## config.mk

```make
export PLATFORM = sky130hd
export DESIGN_NAME = boost_converter_euler_step_unit
export DESIGN_NICKNAME = d
export VERILOG_FILES = /design/src/sv/bces_pkg.sv /design/src/sv/bces_serial_mul.sv /design/src/sv/bces_dac_codes.sv /design/src/sv/boost_converter_euler_step_unit.sv
export SDC_FILE = /design/constraint.sdc
export NUM_CORES = 1
export LEC_CHECK = 0
export ABC_AREA = 1
export BUFFER_PORTS_ARGS = -buffer_cell sky130_fd_sc_hd__buf_2
export CAP_MARGIN = 20
export CORE_ASPECT_RATIO = 2
export CORE_MARGIN = 1.5
export CORE_UTILIZATION = 50
export CTS_CLUSTER_DIAMETER = 40
export DETAILED_ROUTE_END_ITERATION = 6
export PLACE_DENSITY_LB_ADDON = 0.15
export SETUP_SLACK_MARGIN = 0.02
export SLEW_MARGIN = 15
export SYNTH_ARGS = -nofsm -noshare
export SYNTH_HDL_FRONTEND = slang
export SYNTH_SLANG_ARGS = --single-unit
```

## constraint.sdc

```tcl
create_clock -name clk -period 7.6 [get_ports clk]
set_input_delay 0 -clock clk [delete_from_list [all_inputs] [get_ports clk]]
set_output_delay 0 -clock clk [all_outputs]
set_load 0.005 [all_outputs]
```

## src/sv/bces_pkg.sv

```systemverilog
package bces_pkg;

  localparam int STATE_WIDTH_DEF = 32;
  localparam int FRAC_BITS_DEF   = 16;
  localparam int GAIN_W          = 16;
  localparam int CODE_W          = 12;
  localparam int CFG_W           = 32;
  localparam int IDX_W           = 3;
  localparam int VIN_W           = 32;
  localparam int VGAIN_W         = 8;
  localparam int OUT_W           = 32;
  localparam int EXT_W           = 64;

  localparam logic [CODE_W-1:0] CODE_MAX = '1;

  localparam logic [VIN_W-1:0]   VIN_RST    = 32'd3145728;
  localparam logic [GAIN_W-1:0]  DT_L_RST   = 16'd819;
  localparam logic [GAIN_W-1:0]  DT_C_RST   = 16'd6973;
  localparam logic [GAIN_W-1:0]  G_LOAD_RST = 16'd13107;
  localparam logic [VGAIN_W-1:0] VGAIN_RST  = 8'd13;
  localparam logic [CODE_W-1:0]  VOFF_RST   = 12'd96;
  localparam logic [GAIN_W-1:0]  IGAIN_RST  = 16'd6402;

  typedef enum logic [IDX_W-1:0] {
    REG_VIN   = 3'd0,
    REG_DT_L  = 3'd1,
    REG_DT_C  = 3'd2,
    REG_GLOAD = 3'd3,
    REG_VGAIN = 3'd4,
    REG_VOFF  = 3'd5,
    REG_IGAIN = 3'd6
  } reg_index_t;

  typedef enum logic [2:0] {
    ST_IDLE,
    ST_LOAD,
    ST_CURR,
    ST_VOLT,
    ST_VCODE,
    ST_ICODE,
    ST_DONE
  } ctl_state_t;

  typedef struct packed {
    logic busy;
    logic done;
  } mul_stat_t;

endpackage

```

## src/sv/bces_serial_mul.sv

```systemverilog
module bces_serial_mul #(
  parameter int W = bces_pkg::STATE_WIDTH_DEF
) (
  input  logic                           clk,
  input  logic                           rst,
  input  logic                           start,
  input  logic signed [W-1:0]            mcand,
  input  logic [bces_pkg::GAIN_W-1:0]    mplier,
  output logic signed [W:0]              prod_hi,
  output logic [bces_pkg::GAIN_W-1:0]    prod_lo,
  output bces_pkg::mul_stat_t            stat
);
  import bces_pkg::*;

  localparam int CW = $clog2(GAIN_W);

  logic signed [W-1:0] mcand_r;
  logic [CW-1:0]       count;
  logic                busy;
  logic                done;
  logic [W+1:0]        sum;

  // one multiplier bit per cycle, lsb first
  assign sum = {prod_hi[W], prod_hi} + (prod_lo[0] ? {{2{mcand_r[W-1]}}, mcand_r} : '0);

  always_ff @(posedge clk) begin
    if (rst) begin
      busy <= 1'b0;
      done <= 1'b0;
    end else begin
      done <= 1'b0;
      if (start) begin
        busy <= 1'b1;
      end else if (busy && count == '0) begin
        busy <= 1'b0;
        done <= 1'b1;
      end
    end
  end

  always_ff @(posedge clk) begin
    if (start) begin
      mcand_r <= mcand;
      prod_hi <= '0;
      prod_lo <= mplier;
      count   <= CW'(GAIN_W - 1);
    end else if (busy) begin
      prod_hi <= sum[W+1:1];
      prod_lo <= {sum[0], prod_lo[GAIN_W-1:1]};
      count   <= count - 1'b1;
    end
  end

  assign stat = '{busy: busy, done: done};

endmodule

```

## src/sv/bces_dac_codes.sv

```systemverilog
module bces_dac_codes #(
  parameter int W = bces_pkg::STATE_WIDTH_DEF,
  parameter int F = bces_pkg::FRAC_BITS_DEF
) (
  input  logic signed [W:0]              prod_hi,
  input  logic [bces_pkg::GAIN_W-1:0]    prod_lo,
  input  logic [bces_pkg::CODE_W-1:0]    offset,
  output logic [bces_pkg::CODE_W-1:0]    vcode,
  output logic [bces_pkg::CODE_W-1:0]    icode
);
  import bces_pkg::*;

  localparam int PW = W + 1 + GAIN_W;
  localparam int QN = W + 1 - F;
  localparam int QW = (QN > CODE_W) ? QN : CODE_W + 1;

  logic [PW-1:0] prod;
  logic [PW-1:0] biased;
  logic [PW-1:0] scaled;
  logic [PW:0]   vdiff;
  logic          positive;
  logic [QW-1:0] qx;

  assign prod = {prod_hi, prod_lo};

  // truncate toward zero
  assign biased = prod + (prod[PW-1] ? PW'({F{1'b1}}) : '0);
  assign scaled = $unsigned($signed(biased) >>> F);
  assign vdiff  = {scaled[PW-1], scaled} - {{(PW+1-CODE_W){1'b0}}, offset};

  assign vcode = (vdiff[PW] || (|vdiff[PW-1:CODE_W])) ? CODE_MAX : vdiff[CODE_W-1:0];

  assign positive = !prod_hi[W] && (|prod);
  assign qx       = QW'(prod_hi[W:F]);

  always_comb begin
    if (!positive) begin
      icode = '0;
    end else if (|qx[QW-1:CODE_W]) begin
      icode = CODE_MAX;
    end else begin
      icode = qx[CODE_W-1:0];
    end
  end

endmodule

```

## src/sv/boost_converter_euler_step_unit.sv

```systemverilog
// ticks: in_stall holds off a new tick until the sequencer is idle
//   again, set by the single 16-bit bit-serial multiplier, used five
//   times per tick
// the output register lets a new tick be taken while a result waits
// reset: synchronous; clears both states, the output valid and the sequencer,
//   and loads the default register values
module boost_converter_euler_step_unit #(
  parameter int STATE_WIDTH = bces_pkg::STATE_WIDTH_DEF,
  parameter int FRAC_BITS   = bces_pkg::FRAC_BITS_DEF
) (
  input  logic                              clk,
  input  logic                              rst,
  input  logic                              cfg_wr_en,
  input  logic [bces_pkg::IDX_W-1:0]        cfg_index,
  input  logic [bces_pkg::CFG_W-1:0]        cfg_data,
  input  logic                              in_valid,
  output logic                              in_stall,
  input  logic                              switch_closed,
  output logic                              out_valid,
  input  logic                              out_stall,
  output logic signed [bces_pkg::OUT_W-1:0] output_voltage,
  output logic signed [bces_pkg::OUT_W-1:0] inductor_current,
  output logic [bces_pkg::CODE_W-1:0]       voltage_code,
  output logic [bces_pkg::CODE_W-1:0]       current_code
);
  import bces_pkg::*;

  localparam int W    = STATE_WIDTH;
  localparam int SHL  = (FRAC_BITS >= 16) ? FRAC_BITS - 16 : 0;
  localparam int SHR  = (FRAC_BITS < 16) ? 16 - FRAC_BITS : 0;
  localparam int VINW = VIN_W + SHL;
  localparam int DW   = ((VINW > W) ? VINW : W) + 2;

  logic [VIN_W-1:0]   input_voltage;
  logic [GAIN_W-1:0]  step_over_inductance;
  logic [GAIN_W-1:0]  step_over_capacitance;
  logic [GAIN_W-1:0]  load_conductance;
  logic [VGAIN_W-1:0] voltage_dac_gain;
  logic [CODE_W-1:0]  voltage_dac_offset;
  logic [GAIN_W-1:0]  current_dac_gain;

  ctl_state_t state;
  ctl_state_t state_next;

  logic signed [W-1:0] coil_current;
  logic signed [W-1:0] cap_voltage;
  logic                closed_r;
  logic signed [W-1:0] ic_r;
  logic [CODE_W-1:0]   vcode_r;
  logic [CODE_W-1:0]   icode_r;

  logic                mul_start;
  logic signed [W-1:0] mul_a;
  logic [GAIN_W-1:0]   mul_b;
  logic signed [W:0]   mul_hi;
  logic [GAIN_W-1:0]   mul_lo;
  mul_stat_t           mul_stat;
  logic [CODE_W-1:0]   vcode;
  logic [CODE_W-1:0]   icode;
  logic                out_load;

  logic [VINW-1:0]      vin_al;
  logic signed [DW-1:0] vin_d;
  logic signed [DW-1:0] v_d;
  logic signed [DW-1:0] i_d;
  logic signed [DW-1:0] hi_d;
  logic signed [DW-1:0] vl_d;
  logic signed [DW-1:0] ic_d;
  logic signed [DW-1:0] inew_d;
  logic signed [DW-1:0] vnew_d;
  logic signed [EXT_W-1:0] v_ext;
  logic signed [EXT_W-1:0] i_ext;

  function automatic logic signed [W-1:0] sat_w(input logic signed [DW-1:0] x);
    logic fits;
    fits = (x[DW-1:W-1] == '0) || (x[DW-1:W-1] == '1);
    if (fits) begin
      return x[W-1:0];
    end else if (x[DW-1]) begin
      return {1'b1, {(W-1){1'b0}}};
    end else begin
      return {1'b0, {(W-1){1'b1}}};
    end
  endfunction

  bces_serial_mul #(.W(W)) u_mul (
    .clk     (clk),
    .rst     (rst),
    .start   (mul_start),
    .mcand   (mul_a),
    .mplier  (mul_b),
    .prod_hi (mul_hi),
    .prod_lo (mul_lo),
    .stat    (mul_stat)
  );

  bces_dac_codes #(.W(W), .F(FRAC_BITS)) u_codes (
    .prod_hi (mul_hi),
    .prod_lo (mul_lo),
    .offset  (voltage_dac_offset),
    .vcode   (vcode),
    .icode   (icode)
  );

  assign vin_al = (VINW'(input_voltage) << SHL) >> SHR;
  assign vin_d  = DW'(vin_al);
  assign v_d    = DW'(cap_voltage);
  assign i_d    = DW'(coil_current);
  assign hi_d   = DW'(mul_hi);
  assign vl_d   = closed_r ? vin_d : vin_d - v_d;
  assign ic_d   = closed_r ? -hi_d : i_d - hi_d;
  assign inew_d = i_d + hi_d;
  assign vnew_d = v_d + hi_d;

  assign in_stall = (state != ST_IDLE);

  always_ff @(posedge clk) begin
    if (rst) begin
      input_voltage         <= VIN_RST;
      step_over_inductance  <= DT_L_RST;
      step_over_capacitance <= DT_C_RST;
      load_conductance      <= G_LOAD_RST;
      voltage_dac_gain      <= VGAIN_RST;
      voltage_dac_offset    <= VOFF_RST;
      current_dac_gain      <= IGAIN_RST;
    end else if (cfg_wr_en) begin
      case (cfg_index)
        REG_VIN:   input_voltage         <= cfg_data[VIN_W-1:0];
        REG_DT_L:  step_over_inductance  <= cfg_data[GAIN_W-1:0];
        REG_DT_C:  step_over_capacitance <= cfg_data[GAIN_W-1:0];
        REG_GLOAD: load_conductance      <= cfg_data[GAIN_W-1:0];
        REG_VGAIN: voltage_dac_gain      <= cfg_data[VGAIN_W-1:0];
        REG_VOFF:  voltage_dac_offset    <= cfg_data[CODE_W-1:0];
        REG_IGAIN: current_dac_gain      <= cfg_data[GAIN_W-1:0];
        default: ;
      endcase
    end
  end

  always_ff @(posedge clk) begin
    if (rst) begin
      state <= ST_IDLE;
    end else begin
      state <= state_next;
    end
  end

  always_comb begin
    state_next = state;
    mul_start  = 1'b0;
    mul_a      = cap_voltage;
    mul_b      = load_conductance;
    out_load   = 1'b0;
    case (state)
      ST_IDLE: begin
        if (in_valid) begin
          mul_start  = 1'b1;
          state_next = ST_LOAD;
        end
      end
      ST_LOAD: begin
        if (mul_stat.done) begin
          mul_start  = 1'b1;
          mul_a      = sat_w(vl_d);
          mul_b      = step_over_inductance;
          state_next = ST_CURR;
        end
      end
      ST_CURR: begin
        if (mul_stat.done) begin
          mul_start  = 1'b1;
          mul_a      = ic_r;
          mul_b      = step_over_capacitance;
          state_next = ST_VOLT;
        end
      end
      ST_VOLT: begin
        if (mul_stat.done) begin
          mul_start  = 1'b1;
          mul_a      = sat_w(vnew_d);
          mul_b      = GAIN_W'(voltage_dac_gain);
          state_next = ST_VCODE;
        end
      end
      ST_VCODE: begin
        if (mul_stat.done) begin
          mul_start  = 1'b1;
          mul_a      = coil_current;
          mul_b      = current_dac_gain;
          state_next = ST_ICODE;
        end
      end
      ST_ICODE: begin
        if (mul_stat.done) begin
          state_next = ST_DONE;
        end
      end
      ST_DONE: begin
        if (!out_valid || !out_stall) begin
          out_load   = 1'b1;
          state_next = ST_IDLE;
        end
      end
      default: state_next = ST_IDLE;
    endcase
  end

  always_ff @(posedge clk) begin
    if (rst) begin
      coil_current <= '0;
      cap_voltage  <= '0;
    end else begin
      if (state == ST_CURR && mul_stat.done) begin
        coil_current <= sat_w(inew_d);
      end
      if (state == ST_VOLT && mul_stat.done) begin
        cap_voltage <= sat_w(vnew_d);
      end
    end
  end

  always_ff @(posedge clk) begin
    if (state == ST_IDLE && in_valid) begin
      closed_r <= switch_closed;
    end
    if (state == ST_LOAD && mul_stat.done) begin
      ic_r <= sat_w(ic_d);
    end
    if (state == ST_VCODE && mul_stat.done) begin
      vcode_r <= vcode;
    end
    if (state == ST_ICODE && mul_stat.done) begin
      icode_r <= icode;
    end
  end

  assign v_ext = EXT_W'(cap_voltage);
  assign i_ext = EXT_W'(coil_current);

  // output word register
  always_ff @(posedge clk) begin
    if (rst) begin
      out_valid <= 1'b0;
    end else if (out_load) begin
      out_valid <= 1'b1;
    end else if (!out_stall) begin
      out_valid <= 1'b0;
    end
  end

  always_ff @(posedge clk) begin
    if (out_load) begin
      output_voltage   <= v_ext[OUT_W-1:0];
      inductor_current <= i_ext[OUT_W-1:0];
      voltage_code     <= vcode_r;
      current_code     <= icode_r;
    end
  end

`ifndef SYNTHESIS
  a_accept_starts_mul: assert property (@(posedge clk) disable iff (rst)
    (in_valid && !in_stall) |=> mul_stat.busy)
    else $error("accepted tick did not start the multiplier");

  a_done_when_waiting: assert property (@(posedge clk) disable iff (rst)
    mul_stat.done |-> (state != ST_IDLE && state != ST_DONE))
    else $error("multiplier finished while the sequencer was not waiting");

  a_coil_hold: assert property (@(posedge clk) disable iff (rst)
    (state != ST_CURR) |=> $stable(coil_current))
    else $error("coil current changed outside its update step");

  a_result_loaded: assert property (@(posedge clk) disable iff (rst)
    (state == ST_DONE && !(out_valid && out_stall)) |=> (out_valid && state == ST_IDLE))
    else $error("finished tick not moved to the output register");
`endif

endmodule
```

==> results_dict.tcl <==
set metrics [dict create \
    via_per_inst 5.79 \
    synth.avg_cell_area_um2 6.78 \
    cts_tree "done" \
    cpPeakStageDelay_ns 1.02 \
    clk_pin_slew_worst_paths_ns 0.07 \
    syn_nets 4911 \
    die_y_um 359 \
    critPathLaunchType "register" \
    filler_cell_count 6229 \
    totalWireLength_um 126000 \
    cts.sinks 416 \
    wl_per_cell_um 22.5 \
    irDropWorstVdd_uv 225 \
    drv_cap 0 \
    syn_area_mm2 0.0317 \
    areaGrowthSynthToFinish_pct 10.9 \
    synth_compound_area_share_pct 17.6 \
    setup_tns_ns 0 \
    final_max_slew_viol_count 0 \
    synth_xor_area_share_pct 4.01 \
    gr-usage-all-layers_pct 38.6 \
    drt_iter0_markers 2612 \
    hpwl_um 98900 \
    whs_ns 0.0448 \
    grt_pass1_wl_um 189000 \
    yosys_register_bits 416 \
    synth_area_leaders "edfxtp_1 18%, dfxtp_1 14%, nand2_1 14%" \
    drt_first_pass_iters 7 \
    layout-drive-gt1-share_pct 7.81 \
    io_buffers 130 \
    die_w_um 181 \
    rows 130 \
    leakage_nw 16.7 \
    ys.warnings.count 0 \
    final.min_clock_period_ns 5.51 \
    fmax_mhz 181 \
    fp.coreArea_mm2 0.0628 \
    synth_top_family_by_area "simple AND/OR/NAND/NOR gates" \
    cts_made_buffers 48 \
    slew_headroom_pct 26.0 \
    htreeDepth 2 \
    netlist_instances 4668 \
    worst_pin_slew_ns 1.11 \
    nets 5015 \
    drcViolationCount 0 \
    cp_max_fo 24 \
    gp_congestion 1.04 \
    status "finished clean" \
    cts-root-buf "clkbuf_16" \
    netlist.area_leader.share_pct 18.3 \
    cp.buffers_inverters 2 \
    finalHoldViolCount 0 \
    antenna_found_initial 0 \
    cts-resized-gates 0 \
    diodes 0 \
    insertion_delay_ns 0.65 \
    power_mw 11.1 \
    dieArea_mm2 0.0649 \
    crit_arrival_ns 5.88 \
    worstPathRequired_ns 7.96 \
    ys_seq_area_share_pct 32.4 \
    initial_core_util_pct 50.4 \
    synth_edf_count 193 \
    yosys.cell_types.count 61 \
    synth.area.mux_share_pct 0.443 \
    async_flop_share_pct 0 \
    slowest_stage "dfxtp_1" \
    globalRouteOverflowTotal 0 \
    crit_path_frequent_cell "nand2_1" \
    hp-class "in -> reg" \
    fin_worst_skew_ns 0.0235 \
    crit_type "reg -> reg" \
    critical_path.top_delay_family "simple AND/OR/NAND/NOR gates" \
    rsz0062_at_grt "false" \
    ios 131 \
    grt_max_degree 86 \
    drtAntennaViolNets 0 \
    timing.final.crit_share_pct 72.5 \
    synth.largest_area_cell "edfxtp_1" \
    setup_viol 0 \
    synthAdderAreaFrac_pct 8.12 \
    cts_buffer_depth 3 \
    endpoint_kind "register" \
    power_density_mw_per_mm2 315 \
    synthSimpleGateAreaFrac_pct 28.5 \
    dr_total_vias 32433 \
    synth_ff_type "dfxtp_1" \
    grt_pass1_vias 31790 \
]
==> layout make-up <==
class	count	area (µm²)	area share, %
repair buffers	231	1520	4.34
clock inverters	33	343	0.976
multi-input cells	3524	18600	53.0
well taps	792	991	2.82
flip-flops and latches	416	10300	29.2
clock buffers	57	1310	3.72
inverters	551	2070	5.89
==> layer usage <==
| metal | wire, µm | global-route usage (%) | part of all wire, % | up-vias |
|---|---|---|---|---|
| met2 | 60700 | 67.0 | 48 | 1248 |
| met1 | 45200 | 40.3 | 36 | 15049 |
| met4 | 13500 | 34.8 | 11 | 0 |
| li1 | - | - | - | 15696 |
| met3 | 6950 | 5.29 | 5.5 | 440 |
| met5 | 0 | 0 | 0 | - |
==> timing repair <==
action                                 in CTS  in global routing
hold buffers                               43                  0
endpoints found under the hold margin     125                  0
setup buffers                               0                  0
==> flip-flops by register name, summed over array words and instances, names as in the netlist, 3 cells and up <==
signal                 flops
u_mul.prod_lo             16
ic_r                      32
voltage_dac_offset        12
inductor_current          32
current_code              12
u_mul.prod_hi             33
step_over_inductance      16
coil_current              32
voltage_dac_gain           8
cap_voltage               32
load_conductance          16
output_voltage            32
icode_r                   12
vcode_r                   12
input_voltage             32
u_mul.count                4
step_over_capacitance     16
current_dac_gain          16
voltage_code              12
state                      3
u_mul.mcand_r             32
==> cell families after synthesis <==
logic type               count (synthesis)
adder cells (fa/ha/maj)                202
AO/OA/AOI/OAI                          993
XOR/XNOR                               145
AND/OR/NAND/NOR                       2170
multiplexers                            14
buffers and inverters                  728
flip-flops                             416
==> through the flow <==
stage / setup slack, ns / cell area [µm²] / std cells / util, %
6_report: 2.09 / 35100 / 5604 / 56.0
5_1_grt: 1.55 / 35100 / 5604 / 56.0
4_1_cts: 2.10 / 35100 / 5603 / 55.9
3_5_place_dp: 2.12 / 33000 / 5470 / 52.6
3_3_place_gp: 2.21 / 33000 / 5470 / 52.6
2_1_floorplan: 2.12 / 31700 / 4668 / -
==> path summary, 6_finish.rpt <==
path | start | to | slack (ns) | depth (start not counted)
setup / recovery | u_mul.prod_hi[32]$_SDFFE_PP0P_ | vcode_r[0]$_SDFFCE_PP1P_ | 2.09 | 26
hold / removal | rst | u_mul.done$_SDFF_PP0_ | 0.04 | 2
setup reg to reg | u_mul.prod_hi[32]$_SDFFE_PP0P_ | vcode_r[0]$_SDFFCE_PP1P_ | 2.09 | 26
hold reg to reg | vcode_r[9]$_SDFFCE_PP1P_ | voltage_code[9]$_DFFE_PP_ | 0.42 | 0
==> power by group <==
part           internal (mW)  switching [mW]  total [mW]
logic                   1.63            3.98        5.61
clock network           1.31            1.11        2.42
registers               2.69           0.330        3.02
total                   5.64            5.42        11.1
==> cells in the mapped netlist, types with 5 or more instances <==
library cell / instances
xnor2_1: 29
nor2_2: 15
clkinv_1: 5
nor2_4: 10
a211oi_1: 31
clkbuf_1: 121
o2111ai_1: 8
a31oi_1: 26
ha_1: 196
o211ai_1: 21
or2_2: 11
xor2_1: 116
nand3_2: 12
edfxtp_1: 193
buf_4: 10
nand3b_1: 8
nor4_1: 22
nor3_1: 35
fa_1: 6
a221oi_1: 23
dfxtp_1: 223
a21oi_1: 384
o22ai_1: 16
a21boi_0: 14
nand4_1: 49
buf_2: 38
mux2i_1: 14
inv_1: 528
o21ai_0: 350
nand2_1: 1164
nand3_1: 243
o21ai_1: 26
o21bai_1: 22
nand2_2: 18
o2bb2ai_1: 6
o21a_1: 13
o31ai_1: 5
inv_2: 18
a21o_1: 25
nor2_1: 570
==> cell usage in the layout (no fill, tap or decap), types with 12 or more instances in the layout <==
cell and instances:
o22ai_1 16, o21bai_1 22, nand4_1 49, nor2_2 17, nand3_2 12, nor3_1 34, inv_2 19, buf_4 57
clkbuf_16 50, inv_1 526, nand2_2 18, a31oi_1 26, nand3_1 243, xnor2_1 29, dlygate4sd3_1 43, nand2_1 1164
o211ai_1 21, o21a_1 13, o21ai_1 24, buf_2 130, edfxtp_1 193, nor2_1 565, a221oi_1 23, a211oi_1 31
nor4_1 22, xor2_1 116, a21boi_0 14, nor2_4 13, dfxtp_1 223, o21ai_0 350, a21oi_1 383, a21o_1 25
mux2i_1 14, ha_1 196
No activity file was read; power rests on OpenSTA's default activity.
